--- src/sv/mmt_pkg.sv ---
// Package: shared types, register codes, reset values and compare helpers for the motion tracker.
`timescale 1ns / 1ps
`default_nettype none

package mmt_pkg;

    // Sample word and history stores
    typedef logic signed [15:0] t_word;
    typedef t_word [3:0]        t_hist4;
    typedef t_word [7:0]        t_hist8;
    typedef logic [14:0]        t_tol;

    // Register file index codes (byte address = 4 * index)
    localparam int ADDR_W = 5;
    localparam logic [2:0] REG_THRESHOLD   = 3'd0;
    localparam logic [2:0] REG_HYSTERESIS  = 3'd1;
    localparam logic [2:0] REG_MIN_LEVEL   = 3'd2;
    localparam logic [2:0] REG_ZERO_TOL    = 3'd3;
    localparam logic [2:0] REG_SLEEP_ENTER = 3'd4;
    localparam logic [2:0] REG_SLEEP_EXIT  = 3'd5;
    localparam logic [2:0] REG_HALT_TOL    = 3'd6;

    // Reset values of the tolerances
    localparam t_tol ZERO_TOL_RST    = 15'd10;
    localparam t_tol SLEEP_ENTER_RST = 15'd3;
    localparam t_tol SLEEP_EXIT_RST  = 15'd10;
    localparam t_tol HALT_TOL_RST    = 15'd3;

    // Configuration handed from the register file to the datapath
    typedef struct packed {
        logic signed [15:0] threshold;
        logic signed [7:0]  hysteresis;
        logic signed [15:0] min_level;
        t_tol               zero_tol;
        t_tol               sleep_enter_tol;
        t_tol               sleep_exit_tol;
        t_tol               halt_tol;
    } t_cfg;

    // Result item
    typedef struct packed {
        logic  rezeroed;
        t_word offset;
        logic  sleep;
        logic  halt;
        logic  condition;
    } t_res;

    // |a - b| <= t, worked out on 17 bits so nothing wraps
    function automatic logic near(input t_word a, input t_word b, input t_tol t);
        logic signed [16:0] d;
        logic [16:0]        mag;
        d   = {a[15], a} - {b[15], b};
        mag = d[16] ? 17'(-d) : 17'(d);
        return mag <= {2'b00, t};
    endfunction

    // All checked middle pairs (0,1) (1,2) (2,3) (0,3) within t
    function automatic logic mid_within(input t_hist4 m, input t_tol t);
        return near(m[0], m[1], t) && near(m[1], m[2], t) &&
               near(m[2], m[3], t) && near(m[0], m[3], t);
    endfunction

endpackage

`default_nettype wire

--- src/sv/mmt_if.sv ---
// Interfaces: sample input channel and result output channel.
`timescale 1ns / 1ps
`default_nettype none

interface mmt_in_if;
    logic          valid;
    logic          ready;
    mmt_pkg::t_word sample;

    modport source (output valid, output sample, input ready);
    modport sink   (input valid, input sample, output ready);
endinterface

interface mmt_out_if;
    logic          valid;
    logic          ready;
    logic          rezeroed;
    mmt_pkg::t_word offset;
    logic          sleep;
    logic          halt;
    logic          condition;

    modport source (output valid, output rezeroed, output offset, output sleep,
                    output halt, output condition, input ready);
    modport sink   (input valid, input rezeroed, input offset, input sleep,
                    input halt, input condition, output ready);
endinterface

`default_nettype wire

--- src/sv/mmt_regs.sv ---
// APB-style register file holding the tracker configuration.
`timescale 1ns / 1ps
`default_nettype none

module mmt_regs (
    input  wire logic                       i_clk,
    input  wire logic                       i_rst_n,
    input  wire logic                       psel,
    input  wire logic                       penable,
    input  wire logic                       pwrite,
    input  wire logic [mmt_pkg::ADDR_W-1:0] paddr,
    input  wire logic [31:0]                pwdata,
    output logic [31:0]                     prdata,
    output logic                            pready,
    output mmt_pkg::t_cfg                   o_cfg
);

    mmt_pkg::t_cfg r_cfg;
    logic [2:0]    w_idx;
    logic          w_wr;

    assign pready = 1'b1;
    assign w_idx  = paddr[mmt_pkg::ADDR_W-1:2];
    assign w_wr   = psel && penable && pwrite;
    assign o_cfg  = r_cfg;

    // register writes; unknown indexes are dropped
    always_ff @(posedge i_clk) begin
        if (!i_rst_n) begin
            r_cfg.threshold       <= '0;
            r_cfg.hysteresis      <= '0;
            r_cfg.min_level       <= '0;
            r_cfg.zero_tol        <= mmt_pkg::ZERO_TOL_RST;
            r_cfg.sleep_enter_tol <= mmt_pkg::SLEEP_ENTER_RST;
            r_cfg.sleep_exit_tol  <= mmt_pkg::SLEEP_EXIT_RST;
            r_cfg.halt_tol        <= mmt_pkg::HALT_TOL_RST;
        end else if (w_wr) begin
            case (w_idx)
                mmt_pkg::REG_THRESHOLD:   r_cfg.threshold       <= pwdata[15:0];
                mmt_pkg::REG_HYSTERESIS:  r_cfg.hysteresis      <= pwdata[7:0];
                mmt_pkg::REG_MIN_LEVEL:   r_cfg.min_level       <= pwdata[15:0];
                mmt_pkg::REG_ZERO_TOL:    r_cfg.zero_tol        <= pwdata[14:0];
                mmt_pkg::REG_SLEEP_ENTER: r_cfg.sleep_enter_tol <= pwdata[14:0];
                mmt_pkg::REG_SLEEP_EXIT:  r_cfg.sleep_exit_tol  <= pwdata[14:0];
                mmt_pkg::REG_HALT_TOL:    r_cfg.halt_tol        <= pwdata[14:0];
                default: ;
            endcase
        end
    end

    // read-back, sign-extended where signed
    always_comb begin
        case (w_idx)
            mmt_pkg::REG_THRESHOLD:   prdata = {{16{r_cfg.threshold[15]}}, r_cfg.threshold};
            mmt_pkg::REG_HYSTERESIS:  prdata = {{24{r_cfg.hysteresis[7]}}, r_cfg.hysteresis};
            mmt_pkg::REG_MIN_LEVEL:   prdata = {{16{r_cfg.min_level[15]}}, r_cfg.min_level};
            mmt_pkg::REG_ZERO_TOL:    prdata = {17'd0, r_cfg.zero_tol};
            mmt_pkg::REG_SLEEP_ENTER: prdata = {17'd0, r_cfg.sleep_enter_tol};
            mmt_pkg::REG_SLEEP_EXIT:  prdata = {17'd0, r_cfg.sleep_exit_tol};
            mmt_pkg::REG_HALT_TOL:    prdata = {17'd0, r_cfg.halt_tol};
            default:                  prdata = '0;
        endcase
    end

endmodule

`default_nettype wire

--- src/sv/mmt_core.sv ---
// Datapath: input register, history stores, flag logic and result register.
`timescale 1ns / 1ps
`default_nettype none

module mmt_core (
    input  wire logic    i_clk,
    input  wire logic    i_rst_n,
    input  wire mmt_pkg::t_cfg i_cfg,
    mmt_in_if.sink       i_in,
    mmt_out_if.source    o_out
);

    // input stage
    logic           r_iv;
    mmt_pkg::t_word r_samp;
    // result stage
    logic           r_ov;
    mmt_pkg::t_res  r_res;
    // tracker state
    logic [7:0]     r_count;
    logic [2:0]     r_slow_idx;
    mmt_pkg::t_hist4 r_fast, r_mid;
    mmt_pkg::t_hist8 r_slow;
    mmt_pkg::t_word r_zero;
    logic           r_sleep, r_halt, r_cond;

    mmt_pkg::t_hist4 n_fast, n_mid;
    mmt_pkg::t_hist8 n_slow;
    mmt_pkg::t_word n_zero;
    logic           n_sleep, n_halt, n_cond;
    logic           w_slow_wr, w_zero_ok, w_flat, w_fast_ok, w_gt, w_lt;
    logic signed [17:0] w_sum, w_sum_adj;
    logic signed [16:0] w_thr_h;
    logic           w_adv;

    // handshake: input stage moves on when the result register is free or drains
    assign w_adv      = r_iv && (!r_ov || o_out.ready);
    assign i_in.ready = !r_iv || w_adv;

    assign o_out.valid      = r_ov;
    assign o_out.rezeroed   = r_res.rezeroed;
    assign o_out.offset     = r_res.offset;
    assign o_out.sleep      = r_res.sleep;
    assign o_out.halt       = r_res.halt;
    assign o_out.condition  = r_res.condition;

    // store updates for the item in the input register
    always_comb begin
        n_fast = r_fast;
        n_mid  = r_mid;
        n_slow = r_slow;
        if (!r_count[0]) n_fast[r_count[2:1]] = r_samp;
        if (r_count[5:0] == 6'd0) n_mid[r_count[7:6]] = r_samp;
        w_slow_wr = (r_count == 8'd0);
        if (w_slow_wr) n_slow[r_slow_idx] = r_samp;
    end

    // zero re-estimate: mean of middle entries, truncated toward zero
    always_comb begin
        w_sum = 18'(signed'(n_mid[0])) + 18'(signed'(n_mid[1]))
              + 18'(signed'(n_mid[2])) + 18'(signed'(n_mid[3]));
        w_sum_adj = w_sum + (w_sum[17] ? 18'sd3 : 18'sd0);
        w_zero_ok = w_slow_wr && mmt_pkg::mid_within(n_mid, i_cfg.zero_tol);
        n_zero    = w_zero_ok ? w_sum_adj[17:2] : r_zero;
    end

    // sleep with separate enter and exit tolerances
    always_comb begin
        if (mmt_pkg::mid_within(n_mid, i_cfg.sleep_enter_tol)) n_sleep = 1'b1;
        else if (!mmt_pkg::mid_within(n_mid, i_cfg.sleep_exit_tol)) n_sleep = 1'b0;
        else n_sleep = r_sleep;
    end

    // sticky halt: slow neighbours flat and last entry nonzero
    always_comb begin
        w_flat = 1'b1;
        for (int i = 0; i < 7; i++) begin
            if (!mmt_pkg::near(n_slow[i], n_slow[i+1], i_cfg.halt_tol)) w_flat = 1'b0;
        end
        n_halt = r_halt || (w_flat && (n_slow[7] != 16'sd0));
    end

    // hysteresis threshold condition
    always_comb begin
        w_thr_h   = {i_cfg.threshold[15], i_cfg.threshold}
                  + {{9{i_cfg.hysteresis[7]}}, i_cfg.hysteresis};
        w_gt      = $signed({r_samp[15], r_samp}) > w_thr_h;
        w_lt      = $signed(r_samp) < $signed(i_cfg.threshold);
        w_fast_ok = 1'b1;
        for (int i = 0; i < 4; i++) begin
            if (!($signed(n_fast[i]) > $signed(i_cfg.min_level))) w_fast_ok = 1'b0;
        end
        if (w_gt && w_fast_ok) n_cond = 1'b1;
        else if (w_lt) n_cond = 1'b0;
        else n_cond = r_cond;
    end

    // input register
    always_ff @(posedge i_clk) begin
        if (!i_rst_n) begin
            r_iv <= 1'b0;
        end else if (i_in.ready) begin
            r_iv <= i_in.valid;
        end
        if (i_in.ready && i_in.valid) r_samp <= i_in.sample;
    end

    // state and result register
    always_ff @(posedge i_clk) begin
        if (!i_rst_n) begin
            r_ov       <= 1'b0;
            r_count    <= '0;
            r_slow_idx <= '0;
            r_fast     <= '0;
            r_mid      <= '0;
            r_slow     <= '0;
            r_zero     <= '0;
            r_sleep    <= 1'b0;
            r_halt     <= 1'b0;
            r_cond     <= 1'b0;
        end else begin
            if (w_adv) begin
                r_ov       <= 1'b1;
                r_count    <= r_count + 8'd1;
                r_slow_idx <= w_slow_wr ? r_slow_idx + 3'd1 : r_slow_idx;
                r_fast     <= n_fast;
                r_mid      <= n_mid;
                r_slow     <= n_slow;
                r_zero     <= n_zero;
                r_sleep    <= n_sleep;
                r_halt     <= n_halt;
                r_cond     <= n_cond;
            end else if (o_out.ready) begin
                r_ov <= 1'b0;
            end
        end
        if (w_adv) begin
            r_res.rezeroed   <= w_zero_ok;
            r_res.offset     <= n_zero;
            r_res.sleep      <= n_sleep;
            r_res.halt       <= n_halt;
            r_res.condition  <= n_cond;
        end
    end

`ifndef SYNTHESIS
    // slow index steps exactly on the wrap of the item count
    a_slow_idx: assert property (@(posedge i_clk) disable iff (!i_rst_n)
        w_adv && (r_count == 8'd0) |=> r_slow_idx == $past(r_slow_idx) + 3'd1)
        else $error("slow index did not advance on count wrap");
    // halt never drops once set
    a_halt_sticky: assert property (@(posedge i_clk) disable iff (!i_rst_n)
        r_halt |=> r_halt)
        else $error("halt flag cleared");
    // a re-estimate is only reported for the item at count zero
    a_rezero: assert property (@(posedge i_clk) disable iff (!i_rst_n)
        w_adv && (r_count != 8'd0) |=> !r_res.rezeroed)
        else $error("re-zero flag off the slow write");
    // a held input item is not lost while the result stage is blocked
    a_in_hold: assert property (@(posedge i_clk) disable iff (!i_rst_n)
        r_iv && !w_adv |=> r_iv && $stable(r_samp))
        else $error("input stage item dropped");
`endif

endmodule

`default_nettype wire

--- src/sv/multirate_motion_tracker.sv ---
// Top level of the multirate motion tracker: register file and datapath.
//
// Usage:
//   i_in carries one signed 16-bit acceleration sample per item (valid/ready).
//   o_out returns one result item per sample: rezeroed, offset, sleep,
//   halt and condition, in input order.
//   The APB-style port holds seven registers at byte addresses 0x00..0x18;
//   pready is tied high and writes take effect at the access cycle.
//   Pipeline: the sample sits in an input register, then a single pass of
//   store updates and compares fills the result register. Throughput is
//   one item per cycle while the receiver does not stall, set by the
//   single pass of the history update and flag logic.
//   When the receiver stalls, the result register holds and the input
//   register takes one further item; ready then drops until the result
//   drains.
//   Synchronous reset clears the item count, slow index, all three history
//   stores, the zero level and the flags, and loads the register defaults.
//   Configure only while no item is in flight.
`timescale 1ns / 1ps
`default_nettype none

module multirate_motion_tracker (
    input  wire logic                       i_clk,
    input  wire logic                       i_rst_n,
    mmt_in_if.sink                          i_in,
    mmt_out_if.source                       o_out,
    input  wire logic                       psel,
    input  wire logic                       penable,
    input  wire logic                       pwrite,
    input  wire logic [mmt_pkg::ADDR_W-1:0] paddr,
    input  wire logic [31:0]                pwdata,
    output logic [31:0]                     prdata,
    output logic                            pready
);

    mmt_pkg::t_cfg w_cfg;

    // configuration registers
    mmt_regs u_regs (
        .i_clk   (i_clk),
        .i_rst_n (i_rst_n),
        .psel    (psel),
        .penable (penable),
        .pwrite  (pwrite),
        .paddr   (paddr),
        .pwdata  (pwdata),
        .prdata  (prdata),
        .pready  (pready),
        .o_cfg   (w_cfg)
    );

    // sample datapath
    mmt_core u_core (
        .i_clk   (i_clk),
        .i_rst_n (i_rst_n),
        .i_cfg   (w_cfg),
        .i_in    (i_in),
        .o_out   (o_out)
    );

endmodule

`default_nettype wire

--- src/flat_wrapper.sv ---
// flat-port wrapper written by rule: the top's interface ports become plain ports
module multirate_motion_tracker_flat 
  (i_clk, i_rst_n, psel, penable, pwrite, paddr, pwdata, prdata, pready, i_in_valid, i_in_sample, i_in_ready, o_out_valid, o_out_rezeroed, o_out_offset, o_out_sleep, o_out_halt, o_out_condition, o_out_ready);
  mmt_in_if i_in_i ();
  mmt_out_if o_out_i ();
  input  wire logic i_clk;
  input  wire logic i_rst_n;
  input  wire logic psel;
  input  wire logic penable;
  input  wire logic pwrite;
  input  wire logic [mmt_pkg::ADDR_W-1:0] paddr;
  input  wire logic [31:0] pwdata;
  output logic [31:0] prdata;
  output logic pready;
  input wire logic [$bits(i_in_i.valid)-1:0] i_in_valid;
  input wire logic [$bits(i_in_i.sample)-1:0] i_in_sample;
  output wire logic [$bits(i_in_i.ready)-1:0] i_in_ready;
  output wire logic [$bits(o_out_i.valid)-1:0] o_out_valid;
  output wire logic [$bits(o_out_i.rezeroed)-1:0] o_out_rezeroed;
  output wire logic [$bits(o_out_i.offset)-1:0] o_out_offset;
  output wire logic [$bits(o_out_i.sleep)-1:0] o_out_sleep;
  output wire logic [$bits(o_out_i.halt)-1:0] o_out_halt;
  output wire logic [$bits(o_out_i.condition)-1:0] o_out_condition;
  input wire logic [$bits(o_out_i.ready)-1:0] o_out_ready;
  assign i_in_i.valid = i_in_valid;
  assign i_in_i.sample = i_in_sample;
  assign i_in_ready = i_in_i.ready;
  assign o_out_valid = o_out_i.valid;
  assign o_out_rezeroed = o_out_i.rezeroed;
  assign o_out_offset = o_out_i.offset;
  assign o_out_sleep = o_out_i.sleep;
  assign o_out_halt = o_out_i.halt;
  assign o_out_condition = o_out_i.condition;
  assign o_out_i.ready = o_out_ready;
  multirate_motion_tracker u_core (.i_clk(i_clk), .i_rst_n(i_rst_n), .i_in(i_in_i), .o_out(o_out_i), .psel(psel), .penable(penable), .pwrite(pwrite), .paddr(paddr), .pwdata(pwdata), .prdata(prdata), .pready(pready));
endmodule
--- config.mk ---
export PLATFORM = sky130hd
export DESIGN_NAME = multirate_motion_tracker_flat
export DESIGN_NICKNAME = d
export VERILOG_FILES = /design/src/sv/mmt_pkg.sv /design/src/sv/mmt_if.sv /design/src/sv/mmt_regs.sv /design/src/sv/mmt_core.sv /design/src/sv/multirate_motion_tracker.sv /design/src/flat_wrapper.sv
export SDC_FILE = /design/constraint.sdc
export NUM_CORES = 2
export LEC_CHECK = 0
export BUFFER_PORTS_ARGS = -buffer_cell sky130_fd_sc_hd__clkbuf_2
export CORE_MARGIN = 3
export CORE_UTILIZATION = 65
export DETAILED_ROUTE_END_ITERATION = 8
export PLACE_DENSITY_LB_ADDON = 0.3
export SLEW_MARGIN = 0
export SYNTH_ARGS = -nofsm -noshare
export SYNTH_HDL_FRONTEND = slang
export SYNTH_SLANG_ARGS = --single-unit
--- constraint.sdc ---
create_clock -name i_clk -period 9.3 [get_ports i_clk]
set_input_delay 0.465 -clock i_clk [delete_from_list [all_inputs] [get_ports i_clk]]
set_output_delay 0.465 -clock i_clk [all_outputs]
set_load 0.01 [all_outputs]
==> flow_summary.ini <==
[critical_path]
worst_ep_arrival_time_ns = 9.29
cp.required_ns = 9.83
startpoint_type = register
setup.worst_path.class = reg2reg
critical-path-max-stage-delay_ns = 0.86
reg2reg_depth = 29
crit_path_max_fanout = 21
critical_path.reg2reg.endpoint = u_core.u_core.r_zero[12]
regToRegSetupSlack_ns = 0.53
rr_startpoint = u_core.u_core.r_count[0]
worst_path_most_repeated_cell = a21oi_1
setup.worst_path.end_class = register
critPathSlowestCell = nor4_1

[yosys]
post_synth_edffs = 36
post_synthesis_instance_area_um2 = 42600
ys_warn_count = 0
post_synth_inst_count = 5382
synthFlopType = dfxtp_1
seq_area_frac_synth_pct = 20.8
post_synth_num_cell_types = 90
postSynth.asyncResetShare_pct = 0
postSynthAreaPerCell_um2 = 7.91
synth.net_count = 6106
synth-seq-cells = 424

[power_and_ir_drop]
power_frac_clock_pct = 21.7
fin_total_pwr_mw = 9.77
p_sw_share_pct = 43.3
pwr-share-seq_pct = 20.2
vdd.ir_drop.worst_mv = 0.158
power_per_cell_area_nw_per_um2 = 215
leak_nw = 19.7
comb_power_share_pct = 58.1
power_report.internal_total_mw = 5.53
power.net_switching_mw = 4.23

[worst_hold_path]
hold_end = u_core.u_core.r_samp[3]
worstHoldPathType = in2reg
min_delay_path_depth = 1
holdCritStartpoint = i_in_sample[3]

[global_route]
gr-usage-all-layers_pct = 37.6
grt_pass1_vias = 37000
grt_first_pass_wirelength_um = 204000
grt_overflow_total = 0
grt_start_max_net_pins = 219
antenna_found_initial = 1

[cells_and_area]
fin_nets = 6070
utilization_pct = 70.3
final_layout_size_suffix_gt1_share_pct = 7.30
filler_cell_count = 5247
num_antenna_cells = 0
area_delta_synth_final_pct = 6.61
layout.area.seq_um2 = 8850
fin_cells = 6239
multiInputGateArea_um2 = 31400
finish.instance_area_um2 = 45400

[clock_tree]
cts.path.max_buffers = 3
post-cts-setup-buffer-count = 0
post_cts_hold_buffer_count = 3
cts_htree_levels = 2
post_cts_resize_count = 0
clk_latency_ns = 0.62
number_of_clock_buffers_inserted_by_tritoncts = 49
cts-root-buf = clkbuf_16
tritoncts_num_sinks = 424
tritoncts_clock_tree = done
clk_transition_reported_paths_ns = 0.06

[route]
detailroute.via_count = 40100
post_drt_wl_per_cell_um = 21.3
drt_first_iter_violations = 4022
postRouteWirelength_um = 133000
avgViaCountPerCell = 6.43
drt_first_pass_iters = 8
number_of_nets_with_antenna_violations_after_routing = 0
drt_drc_violations_left = 0

[die]
dieArea_um2 = 68600
initial_core_util_pct = 65.9
fp.dieW_um = 262
std_cell_rows = 93
floorplan.die.height_um = 262
core_um2 = 64600
ioPinCount = 115

[timing]
timing.slew.headroom_pct = 19.2
finalCritPeriodShare_pct = 94.3
rsz0062_at_grt = false
fmaxAchievable_mhz = 114
clock_skew_ns = 0.0334
hold_viol_final = 0
finalCriticalPeriod_ns = 8.77
fin_setup_tns_ns = 0
worst-slew-pin-transition_ns = 1.21
finalMaxSlewViolations = 0
setup-violations-final = 0

[outcome]
status = completed

[place]
io_buffer_count = 95
final_replace_weighted_congestion = 0.987
placed_cells = 6147
place.detailed.hpwl_um = 100000
post_dp_cell_area_um2 = 43600

[flow_run]
cap_violations = 0
-- flip-flops by register name, indices dropped and copies added (netlist names), 3 cells and up --
name / count
u_core.u_core.r_count: 8
u_core.u_core.o_out.offset: 16
u_core.u_core.r_mid: 64
u_core.u_core.r_fast: 64
u_core.u_core.r_zero: 16
u_core.u_regs.o_cfg: 100
u_core.u_core.r_slow: 128
u_core.u_core.r_slow_idx: 3
u_core.u_core.r_samp: 16
-- cell usage in the layout, fill, tap and decap left out, types with 14 or more instances in the layout --
cell,count
ha_1,619
nand2_1,570
nor2_1,509
a21oi_1,415
dfxtp_1,388
inv_1,352
a211oi_1,213
o21ai_0,209
xnor2_1,197
mux2i_1,196
nor3_1,128
o21a_1,101
a21o_1,101
xor2_1,97
nor2b_1,95
nand3_1,95
clkbuf_2,95
nand4_1,92
mux2_2,85
buf_4,57
clkbuf_16,50
fa_1,45
a31oi_1,44
nand2b_1,40
o31ai_1,36
edfxtp_1,36
o21bai_1,29
o211ai_1,29
and2_1,29
nor4_1,28
or3_1,27
and3_1,22
or2_2,21
o31a_1,19
a31o_2,17
a2111oi_0,16
or4_1,14
-- critical path, delay by kind of cell, from the launching register on --
family	cells	cell delay, ns
adder cells (fa/ha/maj)	4	1.15
AO/OA/AOI/OAI	8	2.04
flip-flops	1	0.37
buffers and inverters	4	0.80
AND/OR/NAND/NOR	12	3.99
XOR/XNOR	1	0.34
-- worst max-delay path by stage --
stage	start	to	slack, ns	cells past startpoint
2_1_floorplan	u_core.u_core.r_count[0]	u_core.u_core.o_out.halt	1.62	34
3_3_place_gp	u_core.u_core.r_count[0]	u_core.u_core.r_zero[8]	0.92	32
3_5_place_dp	u_core.u_core.r_count[0]	u_core.u_core.r_zero[9]	0.70	32
4_1_cts	u_core.u_core.r_count[0]	u_core.u_core.r_zero[8]	0.69	32
5_1_grt	u_core.u_core.r_count[0]	u_core.u_core.r_zero[12]	0.02	30
6_report	u_core.u_core.r_count[0]	u_core.u_core.r_zero[12]	0.53	29
-- logic make-up after synthesis --
logic type / synth area share, %
multiplexers: 7.39
AND/OR/NAND/NOR: 18.8
buffers and inverters: 5.45
flip-flops: 20.8
other: 0.00881
AO/OA/AOI/OAI: 21.1
XOR/XNOR: 6.05
adder cells (fa/ha/maj): 20.3
-- cell usage after synthesis, drive strengths merged, types with 14 or more instances --
cell	number	area, um2
mux2i	196	1960
nor2	511	1920
o21a	101	758
ha	619	7740
o31ai	36	270
fa	45	901
a211oi	214	1610
o21bai	29	218
a21o	101	758
o21ai	211	1060
o211ai	29	218
or4	14	105
and2	29	181
a2111oi	18	183
and3	22	138
nor2b	95	594
or3	27	169
dfxtp	388	7770
buf	39	220
a31oi	44	275
a21oi	415	2080
a31o	17	149
nor3	133	677
nor4	28	175
xor2	97	850
nand2b	41	257
o31a	19	166
or2	23	146
mux2	85	957
clkbuf	204	766
edfxtp	36	1080
nand3	95	475
nand4	92	576
inv	355	1330
xnor2	197	1730
nand2	570	2140
-- cell type report --
class                      instances  area share, %
clock buffer                      63           2.93
sequential                       424           19.5
multi-input combinational       4360           69.3
clock inverter                    26          0.855
timing repair buffer             156           2.10
inverter                         355           2.97
tap                              855           2.36
-- metrics by stage --
stage	hold slack [ns]	worst slack [ns]
6_report	0.0266	0.532
5_1_grt	0.0183	0.0213
4_1_cts	0.00637	0.693
3_5_place_dp	0.444	0.703
3_3_place_gp	0.433	0.920
2_1_floorplan	0.420	1.62
-- power groups by stage --
stage               Combinational, mW  Sequential [mW]  Clock [mW]
global placement                 5.34             2.01           0
CTS                              5.55             1.97        2.13
floorplan                        4.24             1.99           0
global route                     6.32             1.98        2.20
detailed placement               5.49             2.01           0
finish                           5.67             1.98        2.12
-- metal layers --
layer  GRT usage [%]  vias up  share of wire, %
met2            59.5     1805                44
met3            6.13      458               8.6
li1                -    19300                 -
met4            22.7        0               6.9
met1            48.3    18600                41
met5               0        -                 0
No activity file was read; power rests on OpenSTA's default activity.
